**config.mk**
```make
export PLATFORM = sky130hd
export DESIGN_NAME = button_press_classifier_flat
export DESIGN_NICKNAME = d
export VERILOG_FILES = /design/src/hw/rtl/bpc_pkg.sv /design/src/hw/rtl/bpc_sample_if.sv /design/src/hw/rtl/bpc_result_if.sv /design/src/hw/rtl/bpc_cfg_if.sv /design/src/hw/rtl/bpc_cfg_regs.sv /design/src/hw/rtl/bpc_classify.sv /design/src/hw/rtl/button_press_classifier.sv /design/src/flat_wrapper.sv
export SDC_FILE = /design/constraint.sdc
export NUM_CORES = 1
export LEC_CHECK = 0
export ABC_AREA = 0
export BUFFER_PORTS_ARGS = -buffer_cell sky130_fd_sc_hd__buf_4
export CAP_MARGIN = 5
export CORE_UTILIZATION = 30
export DETAILED_ROUTE_END_ITERATION = 12
export PLACE_DENSITY = 0.42
export SLEW_MARGIN = 10
export SYNTH_ARGS = -nofsm -noshare
export SYNTH_HDL_FRONTEND = slang
export SYNTH_SLANG_ARGS = --single-unit
export TNS_END_PERCENT = 50
```
**constraint.sdc**
```tcl
create_clock -name clk -period 8.2 [get_ports clk]
set_clock_uncertainty 0.1 [all_clocks]
set_input_delay 0.41 -clock clk [delete_from_list [all_inputs] [get_ports clk]]
set_output_delay 0.41 -clock clk [all_outputs]
set_load 0.01 [all_outputs]
```
**src/hw/rtl/bpc_pkg.sv**
```systemverilog
// Shared types and constants for the button press classifier.
package bpc_pkg;

	localparam int TIME_BITS = 32;
	localparam int NOW_W     = 32;
	localparam int THR_W     = 16;
	localparam int CFG_IDX_W = 1;
	localparam int FLAG_W    = 4;

	localparam logic [CFG_IDX_W-1:0] REG_SHORT_PRESS = 1'd0;
	localparam logic [CFG_IDX_W-1:0] REG_LONG_PRESS  = 1'd1;

	localparam int FLAG_RELEASED = 0;
	localparam int FLAG_BUMPED   = 1;
	localparam int FLAG_SHORT    = 2;
	localparam int FLAG_LONG     = 3;

	localparam logic [THR_W-1:0] SHORT_PRESS_RST = 16'd500;
	localparam logic [THR_W-1:0] LONG_PRESS_RST  = 16'd2000;

	typedef logic [TIME_BITS-1:0] time_val_t;
	typedef logic [FLAG_W-1:0]    flags_t;

	typedef struct packed {
		logic [THR_W-1:0] short_ms;
		logic [THR_W-1:0] long_ms;
	} thr_cfg_t;

	typedef struct packed {
		logic      prev_sample;
		logic      deb_pressed;
		logic      short_rep;
		logic      long_rep;
		time_val_t start_ms;
		flags_t    flags;
	} btn_state_t;

	typedef struct packed {
		logic [NOW_W-1:0] now_ms;
		logic             pin_level;
		flags_t           clears;
	} sample_t;

	// Timestamp reduced (or widened) to the time arithmetic width.
	function automatic time_val_t to_time(input logic [NOW_W-1:0] now);
		logic [63:0] wide;
		wide = {{(64-NOW_W){1'b0}}, now};
		return wide[TIME_BITS-1:0];
	endfunction

	function automatic time_val_t thr_time(input logic [THR_W-1:0] thr);
		logic [63:0] wide;
		wide = {{(64-THR_W){1'b0}}, thr};
		return wide[TIME_BITS-1:0];
	endfunction

endpackage

```
**src/hw/rtl/bpc_sample_if.sv**
```systemverilog
// Input sample channel.
interface bpc_sample_if import bpc_pkg::*; ();
	logic             valid;
	logic             ready;
	logic [NOW_W-1:0] now_ms;
	logic             pin_level;
	logic             clear_released;
	logic             clear_bumped;
	logic             clear_short;
	logic             clear_long;

	modport source (output valid, now_ms, pin_level, clear_released, clear_bumped,
		clear_short, clear_long, input ready);
	modport sink (input valid, now_ms, pin_level, clear_released, clear_bumped,
		clear_short, clear_long, output ready);
endinterface

```
**src/hw/rtl/bpc_result_if.sv**
```systemverilog
// Result channel.
interface bpc_result_if ();
	logic valid;
	logic ready;
	logic pressed;
	logic released_flag;
	logic bumped_flag;
	logic short_flag;
	logic long_flag;

	modport source (output valid, pressed, released_flag, bumped_flag, short_flag,
		long_flag, input ready);
	modport sink (input valid, pressed, released_flag, bumped_flag, short_flag,
		long_flag, output ready);
endinterface

```
**src/hw/rtl/bpc_cfg_if.sv**
```systemverilog
// Configuration write channel.
interface bpc_cfg_if import bpc_pkg::*; ();
	logic                 valid;
	logic                 ready;
	logic [CFG_IDX_W-1:0] index;
	logic [THR_W-1:0]     data;

	modport source (output valid, index, data, input ready);
	modport sink (input valid, index, data, output ready);
endinterface

```
**src/hw/rtl/bpc_cfg_regs.sv**
```systemverilog
// Threshold configuration registers.
module bpc_cfg_regs import bpc_pkg::*; (
	input  logic      clk,
	input  logic      arst_n,
	bpc_cfg_if.sink   cfg,
	output thr_cfg_t  thr
);
	thr_cfg_t thr_q;

	assign cfg.ready = 1'b1;
	assign thr       = thr_q;

	always_ff @(posedge clk or negedge arst_n) begin
		if (!arst_n) begin
			thr_q.short_ms <= SHORT_PRESS_RST;
			thr_q.long_ms  <= LONG_PRESS_RST;
		end else if (cfg.valid && cfg.ready) begin
			unique case (cfg.index)
				REG_SHORT_PRESS: thr_q.short_ms <= cfg.data;
				REG_LONG_PRESS:  thr_q.long_ms  <= cfg.data;
				default: ;
			endcase
		end
	end
endmodule

```
**src/hw/rtl/bpc_classify.sv**
```systemverilog
// Debounce and press classification for one sample.
module bpc_classify import bpc_pkg::*; (
	input  btn_state_t st,
	input  sample_t    smp,
	input  thr_cfg_t   thr,
	output btn_state_t nxt,
	output logic       pressed,
	output flags_t     flags_out
);
	time_val_t now_t;
	time_val_t start_eff;
	time_val_t elapsed;
	time_val_t short_t;
	time_val_t long_t;
	logic      agree;

	assign now_t     = to_time(smp.now_ms);
	assign short_t   = thr_time(thr.short_ms);
	assign long_t    = thr_time(thr.long_ms);
	assign agree     = (smp.pin_level == st.prev_sample);
	assign start_eff = (smp.pin_level && !st.deb_pressed) ? now_t : st.start_ms;
	assign elapsed   = now_t - start_eff;

	always_comb begin
		btn_state_t s;
		s = st;
		if (agree) begin
			if (smp.pin_level) begin
				s.start_ms = start_eff;
				if (!st.short_rep && (elapsed > short_t)) begin
					s.flags[FLAG_SHORT] = 1'b1;
					s.short_rep         = 1'b1;
				end
				if (!st.long_rep && (elapsed > long_t)) begin
					s.flags[FLAG_LONG] = 1'b1;
					s.long_rep         = 1'b1;
				end
				s.deb_pressed = 1'b1;
			end else begin
				if (st.deb_pressed) begin
					if (elapsed < short_t)
						s.flags[FLAG_BUMPED] = 1'b1;
					s.flags[FLAG_RELEASED] = 1'b1;
					s.short_rep            = 1'b0;
					s.long_rep             = 1'b0;
				end
				s.deb_pressed = 1'b0;
			end
		end
		s.prev_sample = smp.pin_level;
		pressed       = s.deb_pressed;
		flags_out     = s.flags;
		// clears take effect after this result
		s.flags       = s.flags & ~smp.clears;
		nxt           = s;
	end
endmodule

```
**src/hw/rtl/button_press_classifier.sv**
```systemverilog
// Top level of the button press classifier.
// Path: a sample is held in the input register, classified, then stored in the result register.
// One sample per cycle unless a result waits; then only an empty sample register takes one item.
// Reset (arst_n low): debounced state released, timestamp zero, all flags clear,
// thresholds 500 ms and 2000 ms. No clearing pass; samples are taken right after reset.
module button_press_classifier import bpc_pkg::*; (
	input  logic          clk,
	input  logic          arst_n,
	bpc_sample_if.sink    sample,
	bpc_result_if.source  result,
	bpc_cfg_if.sink       cfg
);
	thr_cfg_t   thr;
	btn_state_t st_q;
	btn_state_t st_nxt;
	sample_t    smp_s1;
	logic       valid_s1;
	logic       adv_s1;
	logic       pressed_c;
	flags_t     flags_c;
	logic       out_valid_q;
	logic       pressed_q;
	flags_t     flags_q;

	bpc_cfg_regs u_cfg (
		.clk    (clk),
		.arst_n (arst_n),
		.cfg    (cfg),
		.thr    (thr)
	);

	bpc_classify u_cls (
		.st        (st_q),
		.smp       (smp_s1),
		.thr       (thr),
		.nxt       (st_nxt),
		.pressed   (pressed_c),
		.flags_out (flags_c)
	);

	assign adv_s1       = valid_s1 && (!out_valid_q || result.ready);
	assign sample.ready = !valid_s1 || adv_s1;

	always_ff @(posedge clk or negedge arst_n) begin
		if (!arst_n) begin
			valid_s1 <= 1'b0;
		end else if (sample.ready) begin
			valid_s1 <= sample.valid;
		end
	end

	always_ff @(posedge clk) begin
		if (sample.valid && sample.ready) begin
			smp_s1.now_ms    <= sample.now_ms;
			smp_s1.pin_level <= sample.pin_level;
			smp_s1.clears    <= {sample.clear_long, sample.clear_short,
				sample.clear_bumped, sample.clear_released};
		end
	end

	always_ff @(posedge clk or negedge arst_n) begin
		if (!arst_n) begin
			st_q <= '0;
		end else if (adv_s1) begin
			st_q <= st_nxt;
		end
	end

	always_ff @(posedge clk or negedge arst_n) begin
		if (!arst_n) begin
			out_valid_q <= 1'b0;
		end else if (adv_s1) begin
			out_valid_q <= 1'b1;
		end else if (result.ready) begin
			out_valid_q <= 1'b0;
		end
	end

	always_ff @(posedge clk) begin
		if (adv_s1) begin
			pressed_q <= pressed_c;
			flags_q   <= flags_c;
		end
	end

	assign result.valid         = out_valid_q;
	assign result.pressed       = pressed_q;
	assign result.released_flag = flags_q[FLAG_RELEASED];
	assign result.bumped_flag   = flags_q[FLAG_BUMPED];
	assign result.short_flag    = flags_q[FLAG_SHORT];
	assign result.long_flag     = flags_q[FLAG_LONG];

	a_reported_needs_press: assert property (@(posedge clk) disable iff (!arst_n)
		!st_q.deb_pressed |-> (!st_q.short_rep && !st_q.long_rep))
		else $error("press report marks set while released");

	a_stall_holds_s1: assert property (@(posedge clk) disable iff (!arst_n)
		(valid_s1 && out_valid_q && !result.ready) |=> valid_s1)
		else $error("sample stage lost an item under stall");

	a_result_from_s1: assert property (@(posedge clk) disable iff (!arst_n)
		$rose(out_valid_q) |-> $past(valid_s1))
		else $error("result appeared without a sample");

	a_release_clears_marks: assert property (@(posedge clk) disable iff (!arst_n)
		(adv_s1 && st_q.deb_pressed && !st_nxt.deb_pressed) |-> st_nxt.flags[FLAG_RELEASED]
			|| smp_s1.clears[FLAG_RELEASED])
		else $error("release without release flag");
endmodule
```
**src/flat_wrapper.sv**
```systemverilog
// flat-port wrapper written by rule: the top's interface ports become plain ports
module button_press_classifier_flat import bpc_pkg::*;
  (clk, arst_n, sample_valid, sample_now_ms, sample_pin_level, sample_clear_released, sample_clear_bumped, sample_clear_short, sample_clear_long, sample_ready, result_valid, result_pressed, result_released_flag, result_bumped_flag, result_short_flag, result_long_flag, result_ready, cfg_valid, cfg_index, cfg_data, cfg_ready);
  bpc_sample_if sample_i ();
  bpc_result_if result_i ();
  bpc_cfg_if cfg_i ();
  input  logic clk;
  input  logic arst_n;
  input wire logic [$bits(sample_i.valid)-1:0] sample_valid;
  input wire logic [$bits(sample_i.now_ms)-1:0] sample_now_ms;
  input wire logic [$bits(sample_i.pin_level)-1:0] sample_pin_level;
  input wire logic [$bits(sample_i.clear_released)-1:0] sample_clear_released;
  input wire logic [$bits(sample_i.clear_bumped)-1:0] sample_clear_bumped;
  input wire logic [$bits(sample_i.clear_short)-1:0] sample_clear_short;
  input wire logic [$bits(sample_i.clear_long)-1:0] sample_clear_long;
  output wire logic [$bits(sample_i.ready)-1:0] sample_ready;
  output wire logic [$bits(result_i.valid)-1:0] result_valid;
  output wire logic [$bits(result_i.pressed)-1:0] result_pressed;
  output wire logic [$bits(result_i.released_flag)-1:0] result_released_flag;
  output wire logic [$bits(result_i.bumped_flag)-1:0] result_bumped_flag;
  output wire logic [$bits(result_i.short_flag)-1:0] result_short_flag;
  output wire logic [$bits(result_i.long_flag)-1:0] result_long_flag;
  input wire logic [$bits(result_i.ready)-1:0] result_ready;
  input wire logic [$bits(cfg_i.valid)-1:0] cfg_valid;
  input wire logic [$bits(cfg_i.index)-1:0] cfg_index;
  input wire logic [$bits(cfg_i.data)-1:0] cfg_data;
  output wire logic [$bits(cfg_i.ready)-1:0] cfg_ready;
  assign sample_i.valid = sample_valid;
  assign sample_i.now_ms = sample_now_ms;
  assign sample_i.pin_level = sample_pin_level;
  assign sample_i.clear_released = sample_clear_released;
  assign sample_i.clear_bumped = sample_clear_bumped;
  assign sample_i.clear_short = sample_clear_short;
  assign sample_i.clear_long = sample_clear_long;
  assign sample_ready = sample_i.ready;
  assign result_valid = result_i.valid;
  assign result_pressed = result_i.pressed;
  assign result_released_flag = result_i.released_flag;
  assign result_bumped_flag = result_i.bumped_flag;
  assign result_short_flag = result_i.short_flag;
  assign result_long_flag = result_i.long_flag;
  assign result_i.ready = result_ready;
  assign cfg_i.valid = cfg_valid;
  assign cfg_i.index = cfg_index;
  assign cfg_i.data = cfg_data;
  assign cfg_ready = cfg_i.ready;
  button_press_classifier u_core (.clk(clk), .arst_n(arst_n), .sample(sample_i), .result(result_i), .cfg(cfg_i));
endmodule
```
* After elaboration in Yosys (flattened, before gate mapping)
Cells that the tools add are included.
** Storage, ports and cells
- Register bits :: 116
- Output and inout bits :: 8
- Bits of input ports :: 59
** Operators by class
- Reduce and logical (&&, ||, !) cells :: 19
- Eq/ne operators :: 3
- Multiplexer cells :: 14
- Bitwise gates (word level) :: 3
- Add/subtract/negate cells :: 1
- Magnitude comparators :: 3
** Operator list (count)
- $gt 32x16->1 :: 2
- $mux 39 :: 1
- $mux 34 :: 1
- $lt 32x16->1 :: 1
- $mux 32 :: 1
- $sub 32x32->32 :: 1
- $reduce_and 4->1 :: 2
- $mux 1 :: 7
- $mux 2 :: 3
- $logic_and 1x1->1 :: 5
- $logic_not 1->1 :: 5
- $and 4x4->4 :: 1
- $ne 2x2->1 const B :: 2
- $not 4->4 :: 1
- $reduce_and 2->1 :: 2
- $reduce_bool 2->1 :: 2
- $mux 3 :: 1
- $reduce_and 3->1 :: 1
- $logic_or 1x1->1 :: 2
- $eq 1x1->1 :: 1
- $not 1->1 :: 1

* Longest topological paths before layout
Gate-level depths: netlist (run 1).
- Depth after elaboration :: 10
- Gate-level depth with buffers :: 25
- Mapped depth without buffers :: 22

* Cells and area by module
Synthesis (run 1) repeated with hierarchy kept, for this count alone.
** Second synthesis, totals
- Cell total of the unflattened synthesis :: 776
- Area total of the unflattened synthesis :: 8222.9 µm²
** Modules (own cells, without submodules)
- bpc_classify :: instances 1, sequential area each 0.0 µm², cells each 570, area an instance 3935.0 µm²
- button_press_classifier :: instances 1, sequential area each 2312.2 µm², cells each 135, area an instance 3009.1 µm²
- bpc_cfg_regs :: instances 1, sequential area each 815.8 µm², cells each 71, area an instance 1278.7 µm²

* Worst setup path before layout (run 1)
OpenSTA, ideal clock, no wires.
- Path type :: register to register
- Start point :: register u_core.smp_s1[4] in the netlist's numbering
- End point :: register u_core.flags_q[2] (data pin)
- Clock period less this slack :: 4.509 ns
- Arrival :: 4.148 ns
- Buffers on the path :: 3
- Stages on the path, launching flop included :: 23
- Path slack :: 3.691 ns
- Cell sequence :: edfxtp_1 > nand2b_1 > buf_2 > buf_2 > buf_1 > o21ai_0 > ha_1 > or3_1 > a31oi_1 > o311a_1 > nor2_1 > xor2_1 > ha_1 > a21o_1 > a21o_1 > a21o_1 > a21oi_1 > nor2b_1 > o31ai_1 > o2bb2ai_1 > a31oi_1 > a21oi_1 > o31ai_1
** Between the ends
- Word-level cells in the longest chain between the ends :: 8
- Elaborated cells on any way between the ends :: 9
- Classes of those cells :: 1 x add/sub; 1 x order compare; 1 x eq/ne; 4 x mux; 2 x reduce/logical
** RTL lines
- from (decl) :: line button_press_classifier.sv:16 : sample_t smp_s1;
- $logic_and 1x1->1 :: line bpc_classify.sv:21 : assign start_eff = (smp.pin_level && !st.deb_pressed) ? now_t : st.start_ms;
- $mux 32 :: line bpc_classify.sv:21
- net u_core.u_cls.start_eff[0] :: line bpc_classify.sv:11 : time_val_t start_eff;
- $sub 32x32->32 :: line bpc_classify.sv:22 : assign elapsed = now_t - start_eff;
- $gt 32x16->1 :: line bpc_classify.sv:30 : if (!st.short_rep && (elapsed > short_t)) begin
- $logic_and 1x1->1 :: line bpc_classify.sv:30
- $mux 1 :: line bpc_classify.sv:30
- $mux 34 :: line bpc_classify.sv:28 : if (smp.pin_level) begin
- $mux 39 :: line bpc_classify.sv:27 : if (agree) begin
- net u_core.flags_c[2] :: line button_press_classifier.sv:20 : flags_t flags_c;
- to (signal assigned) :: line button_press_classifier.sv:82 : flags_q <= flags_c;
- to (decl) :: line button_press_classifier.sv:23 : flags_t flags_q;
The timed path passes the listed nets, and every way through them passes these cells.
A chain may end at the register's enable or synchronous reset.

* Worst setup path in the final report (run 1)
- Start point :: register u_core.st_q[38] in the netlist's numbering
- End point :: register u_core.flags_q[2] (data pin)
** Between the ends
- Word-level cells in the longest chain between the ends :: 9
** RTL lines
- from (decl) :: line button_press_classifier.sv:14 : btn_state_t st_q;
- from (signal assigned) :: line button_press_classifier.sv:65 : st_q <= st_nxt;
- $logic_not 1->1 :: line bpc_classify.sv:21
- $logic_and 1x1->1 :: line bpc_classify.sv:21
- $mux 32 :: line bpc_classify.sv:21
- net u_core.u_cls.start_eff[0] :: line bpc_classify.sv:11
- $sub 32x32->32 :: line bpc_classify.sv:22
- $gt 32x16->1 :: line bpc_classify.sv:30
- $logic_and 1x1->1 :: line bpc_classify.sv:30
- $mux 1 :: line bpc_classify.sv:30
- $mux 34 :: line bpc_classify.sv:28
- $mux 39 :: line bpc_classify.sv:27
- net u_core.flags_c[2] :: line button_press_classifier.sv:20
The timed path passes the listed nets, and every way through them passes these cells.

==> qor.txt, run 1 <==
Layout Nets = 1001
Worst Setup End Kind = flop
DRT Pass-1 Iters = 4
Avg WL per Cell = 17.2 um
Most common cell after layout, fill and taps aside = nand2_1
DRC viols = 0
Reg2reg end = u_core.flags_q[2]$_DFFE_PP_
Die Area = 26500 sq um
Worst skew pair latency = 0.42 ns
H-tree levels = 4
Final Core Density = 0.360
Placer Congestion = 0.872
Boundary Pins = 67
Clock root buffer = clkbuf_16
Synth Cell Area = 7750 sq um
Final setup vio count = 0
Actual slew at the worst max-slew pin = 1.03 ns
Power density over cell area = 353 nW/um^2
Via density = 5.08
CP max FO = 26
Initial DRC Count = 314
Gr ovfl total = 0
Layout area overhead = 17.4%
Total track usage = 0.168
Clock sink total = 116
Relative slew slack = 0.316
Cells on worst reg2reg path = 20
Crit-path max cell delay = 0.54 ns
CP Data Required Time = 8.26 ns
Critical path class = flop to flop
Worst setup SP type = flop
Static Leakage = 3.77 nW
Fin crit share = 0.619
Cell repeated most along the worst path = ha_1
Post-DP HPWL = 16.0 mm
Outcome = finished clean
Placed inst area = 8540 sq um
Number of distinct library cells after synthesis = 75
Top FF cell, synth = dfrtp_1
I/O Buffers = 65
Fin crit period = 5.08 ns
Register area share after synthesis = 0.404
Post-CTS sizing = 0
Async SR Flop Fraction = 0.638
Final Cell Area = 9100 sq um
Initial antenna violation count = 0
Most frequent cells in the layout = nand2_1, o21ai_0, buf_4, a21oi_1, dfrtp_1
Die Ht = 163 um
Initial Utilization = 0.307
Crit path cell chain = nand2b_1, buf_4, o21ai_0, ha_1, inv_1, ha_1, a21oi_1, o22ai_1, nor2b_1, nor2b_1, o32ai_1, ha_1, and4_1, o21ai_0, a21boi_0, o31ai_1, o2bb2ai_1, a31oi_1, a21oi_1, o31ai_1
Pin count of the biggest net entering global routing = 75
Pwr Total = 3.21 mW
Worst-path clk slew = 0.06 ns
Die width = 163 um
Worst path arrival time = 5.14 ns
Avg Inst Size Synth = 9.30 sq um
FF-to-FF setup slack = 3.12 ns
Post-synth EDFFs = 42
Synthesized Nets = 945
Total CTS buffers = 17
Slowest cell on crit path = o22ai_1
Layout cells sized above 1 = 0.173
Max-cap violations = 0
Max Clk Rate = 197 MHz
Synthesis-stage register bit count = 116
Standard-cell rows = 58
Final wirelength = 21.2 mm
Worst IR drop on VDD = 0.000139 V
Mapped Cells = 833
Diode count = 0
FF-to-FF Start = u_core.st_q[38]$_DFFE_PN0P_
Final hold vios = 0
Setup TNS = 0 ns
Worst-case clock buffer depth = 2
Vias in the first global route = 6240
Core Region = 25300 sq um
First-pass GRT wire length = 34.2 mm
YS warnings = 0
RSZ-0062 raised after global routing = no
TritonCTS clock tree = yes
Setup bufs post-CTS = 0
ANT nets after route = 0
Worst min path class = primary input to async pin
Hold_ws = 0.0602 ns
CTS Hold Bufs = 0
Vias = 6263
Slew Viols, Final = 0
through the flow:
stage	instances	setup WS, ns
6_report	1232	3.12
5_1_grt	1232	2.66
4_1_cts	1232	3.12
3_5_place_dp	1200	3.16
3_3_place_gp	1200	3.15
2_1_floorplan	833	3.69
cell type report:
cell class | instances | area [sq um]
clock inverter | 11 | 75.1
fill | 2610 | 16200
multi-input combinational | 636 | 4290
sequential | 116 | 3130
timing repair buffer | 70 | 526
inverter | 48 | 180
tap | 330 | 413
clock buffer | 21 | 482
power by group:
part	internal, mW	switching [mW]
registers	0.731	0.0860
clock network	0.420	0.282
logic	0.666	1.02
total	1.82	1.39
per-layer routing:
| layer | share of wire | wire (um) | track usage |
|---|---|---|---|
| met3 | 0.029 | 607 | 0.0285 |
| met5 | 0 | 0 | 0 |
| met2 | 0.46 | 9710 | 0.274 |
| met1 | 0.50 | 10500 | 0.224 |
| met4 | 0.017 | 363 | 0.0552 |
how the worst max path moves through the flow:
stage | from | to | slack [ns] | depth (start not counted)
finish | u_core.st_q[38]$_DFFE_PN0P_ | u_core.flags_q[2]$_DFFE_PP_ | 3.12 | 20
global route | u_core.st_q[38]$_DFFE_PN0P_ | u_core.flags_q[2]$_DFFE_PP_ | 2.66 | 21
CTS | u_core.st_q[38]$_DFFE_PN0P_ | u_core.flags_q[2]$_DFFE_PP_ | 3.12 | 20
detailed placement | u_core.st_q[38]$_DFFE_PN0P_ | u_core.flags_q[2]$_DFFE_PP_ | 3.16 | 20
global placement | u_core.st_q[38]$_DFFE_PN0P_ | u_core.flags_q[2]$_DFFE_PP_ | 3.15 | 20
floorplan | u_core.smp_s1[4]$_DFFE_PP_ | u_core.flags_q[2]$_DFFE_PP_ | 3.69 | 22
synth_stat cells (all sizes together), types with 3 or more instances:
cell type  number  area (sq um)
and3            5          31.3
ha             53           663
and2            3          18.8
a211oi          5          37.5
edfxtp         42          1260
a21boi          5          37.5
a21o           19           143
nor4            8          50.1
a31oi           5          31.3
nand2          96           360
inv            47           176
o2bb2ai         3          26.3
dfrtp          62          1550
nand4          19           125
clkbuf         25          93.8
a2111oi         5          50.0
nor2           49           191
o31ai           7          62.6
nor2b          17           106
buf             8          66.3
mux2i          24           240
nor3b           3          22.5
a21oi          66           334
o21ai          80           404
o21a            6          45.0
maj3            8          81.3
nand3          13          65.1
nand2b         18           113
xor2            5          43.8
nor3           11          55.1
mux2           26           293
o211ai          7          52.6
or3             3          18.8
a22oi           4          30.0
o21bai          3          22.5
xnor2          21           184
dfstp          12           315
o221ai          3          26.3
a311oi          4          47.6
o22ai           4          25.0
sequential cells by signal (all words and copies together), names as in the netlist:
register               flops
u_core.st_q               40
u_core.smp_s1             37
u_core.flags_q             4
u_core.result.valid        1
u_core.result.pressed      1
u_core.valid_s1            1
u_core.u_cfg.thr          32
worst max-delay path, delay by kind of cell, from the launching register on:
| family | cells | cell delay, ns |
|---|---|---|
| compound gates | 11 | 2.36 |
| fa+ha+maj | 3 | 0.76 |
| simple gates | 4 | 0.67 |
| flops | 1 | 0.47 |
| buf+inv | 2 | 0.45 |
cells by family (layout without fill, tap and decap cells):
| group | after synthesis | after routing | share of synthesized area |
|---|---|---|---|
| compound gates | 243 | 243 | 0.198 |
| xor+xnor | 26 | 26 | 0.0294 |
| fa+ha+maj | 61 | 61 | 0.0961 |
| buf+inv | 81 | 150 | 0.0439 |
| flops | 116 | 116 | 0.404 |
| mux | 50 | 50 | 0.0688 |
| other cells | 1 | 1 | 0.000484 |
| simple gates | 255 | 255 | 0.160 |
Note: power is estimated with default switching activity, not from simulation.
==> run 2, diff against run 1 <==
--- a/config.mk
+++ b/config.mk
@@ -5,12 +5,12 @@
 export SDC_FILE = /design/constraint.sdc
 export NUM_CORES = 1
 export LEC_CHECK = 0
-export ABC_AREA = 0
+export ABC_AREA = 1
 export BUFFER_PORTS_ARGS = -buffer_cell sky130_fd_sc_hd__buf_4
 export CAP_MARGIN = 5
 export CORE_UTILIZATION = 30
 export DETAILED_ROUTE_END_ITERATION = 12
-export PLACE_DENSITY = 0.42
+export PLACE_DENSITY = 0.43
 export SLEW_MARGIN = 10
 export SYNTH_ARGS = -nofsm -noshare
 export SYNTH_HDL_FRONTEND = slang
==> constraint.sdc (replaced) <==
create_clock -name clk -period 4.5 [get_ports clk]
set_clock_uncertainty 0.1 [all_clocks]
set_input_delay 0.225 -clock clk [delete_from_list [all_inputs] [get_ports clk]]
set_output_delay 0.225 -clock clk [all_outputs]
set_load 0.01 [all_outputs]
==> run 2 against run 1 <==
Net effect: flip-flop and latch count unchanged; power up 88%; sequential share of layout area decreased by 2.7 points; count of clock-buffer cells in the layout decreased by 3; worst setup slack got worse by 2.7 ns; register-to-register slack worse by 2.7 ns; global-route usage increased by 0.12 points; design area increased by 8.7%; largest power group unchanged.
==> qor.txt, run 2 <==
Total CTS buffers = 17
Hold_ws = 0.0226 ns
Max Clk Rate = 245 MHz
Worst skew pair latency = 0.43 ns
Pin count of the biggest net entering global routing = 41
Initial antenna violation count = 0
Core Region = 25500 sq um
I/O Buffers = 65
Clock root buffer = clkbuf_16
Top cell type's share of synthesized area = 0.197
Via density = 4.50
Synthesis-stage register bit count = 116
Diode count = 0
Slew Viols, Final = 0
Layout cells sized above 1 = 0.156
Mapped Cells = 1015
Worst Setup End Kind = flop
Async SR Flop Fraction = 0.638
Gr ovfl total = 0
Relative slew slack = 0.362
Crit path cell chain = nand2_4, buf_4, nand2_1, o21ai_0, ha_1, inv_1, ha_1, inv_1, nand2_1, nand3_1, nand3_2, nand2_1, nand2_2, xor2_1, ha_1, nand2_1, inv_1, nand3_1, nor3_1, nand3b_1, o21ai_0, nand3_1, nand3_1, nand2_1
Vias = 6698
Actual slew at the worst max-slew pin = 0.955 ns
Register area share after synthesis = 0.397
H-tree levels = 4
Final Cell Area = 9880 sq um
Clock sink total = 116
Worst setup startpoint = u_core.smp_s1[4]$_DFFE_PP_
Setup TNS = 0 ns
Final wirelength = 21.0 mm
Die Area = 26900 sq um
Register bank with the most flops = u_core.st_q
Post-DP HPWL = 16.6 mm
Final hold vios = 0
DRC viols = 0
Critical path class = flop to flop
ANT nets after route = 0
Power density over cell area = 609 nW/um^2
Die width = 164 um
Top FF cell, synth = dfrtp_1
Post-synth top area cell = dfrtp_1
Avg WL per Cell = 14.1 um
Most frequent cells in the layout = nand2_1, inv_1, o21ai_0, buf_4, dfrtp_1
YS warnings = 0
Crit-path max cell delay = 0.46 ns
Standard-cell rows = 58
Boundary Pins = 67
Die Ht = 164 um
Synth Cell Area = 7880 sq um
Avg Inst Size Synth = 7.76 sq um
Initial DRC Count = 314
Layout Nets = 1256
Layout area overhead = 25.5%
Vias in the first global route = 6581
Synthesized Nets = 1127
Number of distinct library cells after synthesis = 47
Most common cell after layout, fill and taps aside = nand2_1
FF-to-FF Start = u_core.smp_s1[4]$_DFFE_PP_
First-pass GRT wire length = 34.6 mm
Fin crit share = 0.908
Worst path arrival time = 4.16 ns
Worst setup SP type = flop
List of most frequent post-synthesis cells = nand2_1, inv_1, o21ai_0, dfrtp_1, nor2_1
Static Leakage = 4.90 nW
Cell repeated most along the worst path = nand2_1
Pwr Total = 6.02 mW
Post-synth EDFFs = 42
Top cells by area, synth = dfrtp_1, edfxtp_1, nand2_1
Fillers = 2628
CP max FO = 17
Initial Utilization = 0.309
Outcome = finished clean
Placer Congestion = 0.849
Cell with the most instances after synthesis = nand2_1
Fin crit period = 4.09 ns
Max-cap violations = 0
CP Data Required Time = 4.58 ns
Worst min path class = primary input to flop
Worst-case clock buffer depth = 2
RSZ-0062 raised after global routing = no
Placed inst area = 8750 sq um
DRT Pass-1 Iters = 5
Final setup vio count = 0
Worst IR drop on VDD = 0.000245 V
TritonCTS clock tree = yes
Max FFs per register = 40
Hold Crit Start = cfg_data[14]
Worst-path clk slew = 0.07 ns
Slowest cell on crit path = edfxtp_1
Total track usage = 0.169
==> run 2: cell types whose count changed after synthesis, moves of 17 or more <==
cell      change
nand2b_1     -18
nand3_1      +26
a21oi_1      -20
o21ai_0      +17
nand2_1     +183
xnor2_1      -19
mux2_2       -26
inv_1       +122
nor2b_1      -17
==> run 2: repair_timing <==
action / 4_1_cts / 5_1_grt
buffers inserted: 0 / 0
hold endpoints to repair: 91 / 0
hold buffers: 55 / 0
resized for setup: 0 / 0
==> run 2: path summary, 6_finish.rpt <==
kind                                                          to  cells after the start  slack, ns
worst min register to register        u_core.st_q[0]$_DFFE_PN0P_                      1       0.36
worst min-delay path            u_core.u_cfg.thr[30]$_DFFE_PN0P_                      3       0.02
worst max-delay path                 u_core.flags_q[2]$_DFFE_PP_                     24       0.41
max in group asynchronous            u_core.st_q[17]$_DFFE_PN0P_                      3       3.16
min in group asynchronous       u_core.u_cfg.thr[25]$_DFFE_PN0P_                      2       0.21
worst max register to register       u_core.flags_q[2]$_DFFE_PP_                     24       0.41
==> run 2: kinds of logic (layout without fill, tap and decap cells) <==
| kind of cell | after synthesis | after routing | share of synthesized area |
|---|---|---|---|
| simple gates | 443 | 443 | 0.265 |
| buf+inv | 200 | 342 | 0.0988 |
| compound gates | 171 | 171 | 0.117 |
| flops | 116 | 116 | 0.397 |
| fa+ha+maj | 53 | 53 | 0.0842 |
| mux | 17 | 17 | 0.0216 |
| xor+xnor | 14 | 14 | 0.0156 |
| other cells | 1 | 1 | 0.000476 |
==> run 2: per-stage QoR <==
step / utilization / setup WS, ns / cells
5_1_grt: 0.388 / 0.0419 / 1487
3_5_place_dp: 0.344 / 0.394 / 1400
4_1_cts: 0.388 / 0.372 / 1487
6_report: 0.388 / 0.414 / 1487
2_1_floorplan: - / 0.730 / 1015
3_3_place_gp: 0.344 / 0.486 / 1400
==> run 2: report_power, final <==
part / switching, mW / internal (mW) / total (mW)
registers: 0.146 / 1.34 / 1.49
clock network: 0.580 / 0.793 / 1.37
logic: 2.00 / 1.16 / 3.16
total: 2.73 / 3.29 / 6.02
==> run 2: area by class of cell <==
cell class	count	area [sq um]	area share
sequential	116	3130	0.316
multi-input combinational	699	3970	0.402
clock inverter	14	144	0.0146
clock buffer	18	439	0.0444
timing repair buffer	130	1110	0.113
tap	330	413	0.0418
inverter	180	676	0.0684
==> run 2: worst max-delay path, delay by kind of cell (launching register included) <==
family | cells | cell delay, ns
xor gates and xnor gates | 1 | 0.17
DFF | 1 | 0.46
buffers and inverters | 4 | 0.43
adders and majority gates | 3 | 0.67
and+or+nand+nor | 14 | 1.61
AOI/OAI and AO/OA | 2 | 0.40
==> run 2: metal layers <==
| layer | GRT usage | wire, um | vias up |
|---|---|---|---|
| met2 | 0.268 | 9350 | 109 |
| met3 | 0.0298 | 565 | 18 |
| met4 | 0.0501 | 269 | 0 |
| met5 | 0 | 0 | - |
| li1 | - | - | 3529 |
| met1 | 0.233 | 10800 | 3042 |
==> run 3, diff against run 2 <==
--- a/config.mk
+++ b/config.mk
@@ -5,12 +5,13 @@
 export SDC_FILE = /design/constraint.sdc
 export NUM_CORES = 1
 export LEC_CHECK = 0
-export ABC_AREA = 1
+export ABC_AREA = 0
 export BUFFER_PORTS_ARGS = -buffer_cell sky130_fd_sc_hd__buf_4
 export CAP_MARGIN = 5
 export CORE_UTILIZATION = 30
 export DETAILED_ROUTE_END_ITERATION = 12
-export PLACE_DENSITY = 0.43
+export HOLD_SLACK_MARGIN = 0.02
+export PLACE_DENSITY = 0.42
 export SLEW_MARGIN = 10
 export SYNTH_ARGS = -nofsm -noshare
 export SYNTH_HDL_FRONTEND = slang
==> constraint.sdc (replaced) <==
create_clock -name clk -period 4.1 [get_ports clk]
set_clock_uncertainty 0.1 [all_clocks]
set_input_delay 0.205 -clock clk [delete_from_list [all_inputs] [get_ports clk]]
set_output_delay 0.205 -clock clk [all_outputs]
set_load 0.01 [all_outputs]
==> run 3 against run 2 <==
Net effect: worst setup slack got worse by 0.30 ns; via count increased by 0.90%; power increased by 24%; design area increased by 8.0%; critical path depth decreased by 4; die area decreased by 1.6%; sequential share of layout area decreased by 2.3 points.
==> qor.txt, run 3 (same netlist as run 1, synthesis figures left out) <==
Layout cells sized above 1 = 0.279
Sw Ratio = 0.415
Hold_ws = 0.155 ns
Max-cap violations = 0
RSZ-0062 raised after global routing = yes
Initial DRC Count = 389
Initial antenna violation count = 0
Pwr Total = 7.46 mW
FF-to-FF setup slack = 0.12 ns
Fin crit period = 3.98 ns
Fin crit share = 0.971
Final WS setup = 0.119 ns
TritonCTS clock tree = yes
Static Leakage = 4.47 nW
Vias = 6758
Core Region = 25300 sq um
Post-Place Cells = 1264
Register bank with the most flops = u_core.st_q
I/O Buffers = 65
Vias in the first global route = 6644
Die width = 163 um
Worst skew pair latency = 0.43 ns
Met2 WL = 10.4 mm
Worst slack, placed = -0.00770 ns
Die Area = 26500 sq um
Fillers = 2547
First-pass GRT wire length = 35.4 mm
Worst path arrival time = 4.05 ns
Outcome = finished clean
Avg WL per Cell = 16.3 um
Final hold vios = 0
Layout Nets = 1133
Total CTS buffers = 17
Worst Setup End Kind = flop
Layout area overhead = 37.7%
Initial Utilization = 0.307
Slew Viols, Final = 0
Standard-cell rows = 58
Via density = 4.95
Worst min path class = primary input to flop
Placer Congestion = 0.856
Final wirelength = 22.2 mm
Max FFs per register = 40
Most common cell after layout, fill and taps aside = buf_4
Die Ht = 163 um
Fin cells = 1364
Worst IR drop on VDD = 0.000339 V
Clock root buffer = clkbuf_16
Most frequent cells in the layout = buf_4, nand2_1, o21ai_0, dfrtp_1, dlygate4sd3_1
Relative slew slack = 0.271
Boundary Pins = 67
H-tree levels = 4
Sequential share of power = 0.220
Sw power = 3.09 mW
Worst setup SP type = flop
Worst-case clock buffer depth = 2
Max Clk Rate = 251 MHz
DRC viols = 0
Pint = 4.37 mW
CP Data Required Time = 4.17 ns
Met3 wire length = 691 um
Gr ovfl total = 0
CP max FO = 4
WL met1 = 10.6 mm
Actual slew at the worst max-slew pin = 1.09 ns
Worst-path clk slew = 0.06 ns
Pin count of the biggest net entering global routing = 75
Gate power share = 0.570
Post-DP HPWL = 16.6 mm
Clock sink total = 116
Power density over cell area = 699 nW/um^2
DRT Pass-1 Iters = 4
Total track usage = 0.173
Top Layer Used = met4
Diode count = 0
Final setup vio count = 0
Setup TNS = 0 ns
Critical path class = flop to flop
ANT nets after route = 0
Clk pwr share = 0.210
==> run 3: cell type report <==
class                      instances  area (sq um)  share of cell area
multi-input combinational        636          4630               0.434
sequential                       116          3130               0.293
timing repair buffer             202          1710               0.161
clock buffer                      17           425              0.0399
tap                              330           413              0.0387
inverter                          48           180              0.0169
clock inverter                    15           178              0.0166
==> run 3: power by group through the flow <==
stage / Sequential, mW / Clock [mW] / Combinational (mW)
global route: 1.68 / 1.65 / 4.73
CTS: 1.63 / 1.60 / 3.88
floorplan: 1.61 / 0 / 2.48
detailed placement: 1.65 / 0 / 3.77
global placement: 1.65 / 0 / 3.77
finish: 1.64 / 1.56 / 4.25
==> run 3: final timing paths <==
kind / startpoint / endpoint / depth (start not counted)
hold reg to reg: u_core.smp_s1[0]$_DFFE_PP_ / u_core.st_q[0]$_DFFE_PN0P_ / 1
hold / removal: cfg_index / u_core.u_cfg.thr[23]$_DFFE_PN1P_ / 4
setup / recovery: u_core.st_q[38]$_DFFE_PN0P_ / u_core.flags_q[2]$_DFFE_PP_ / 20
max in group asynchronous: arst_n / u_core.st_q[28]$_DFFE_PN0P_ / 2
min in group asynchronous: arst_n / u_core.u_cfg.thr[19]$_DFFE_PN0P_ / 2
setup reg to reg: u_core.st_q[38]$_DFFE_PN0P_ / u_core.flags_q[2]$_DFFE_PP_ / 20
==> run 3: critical path, cell delays in order (launching register included) <==
cell	delay (ns)
dfrtp_1	0.37
nand2b_4	0.17
nand2_2	0.07
o21ai_2	0.06
ha_2	0.18
or3_4	0.39
a31oi_4	0.20
o311a_4	0.24
nor2_4	0.05
xor2_2	0.17
ha_1	0.30
a21o_1	0.18
a21o_1	0.15
a21o_1	0.15
a21oi_1	0.12
nor2b_1	0.06
o31ai_1	0.29
o2bb2ai_2	0.19
a31oi_4	0.07
a21oi_2	0.15
o31ai_1	0.07
==> run 3: stage by stage <==
| stage | utilization | instance area [sq um] |
|---|---|---|
| floorplan | - | 7800 |
| global placement | 0.359 | 9060 |
| detailed placement | 0.359 | 9060 |
| CTS | 0.406 | 10300 |
| global route | 0.423 | 10700 |
| finish | 0.423 | 10700 |
==> run 3: metal layers <==
layer / vias to the layer above / GRT usage
li1: 3426 / -
met1: 3179 / 0.231
met2: 125 / 0.282
met3: 28 / 0.0267
met4: 0 / 0.0629
met5: - / 0
==> run 3: what timing repair did <==
action | 4_1_cts | 5_1_grt
resized for setup | 3 | 70
hold buffers | 57 | 0
pin swaps | 2 | 20
endpoints found under the hold margin | 133 | 0
setup endpoints to repair | 2 | 8
cloned | 0 | 1
buffers inserted | 1 | 9
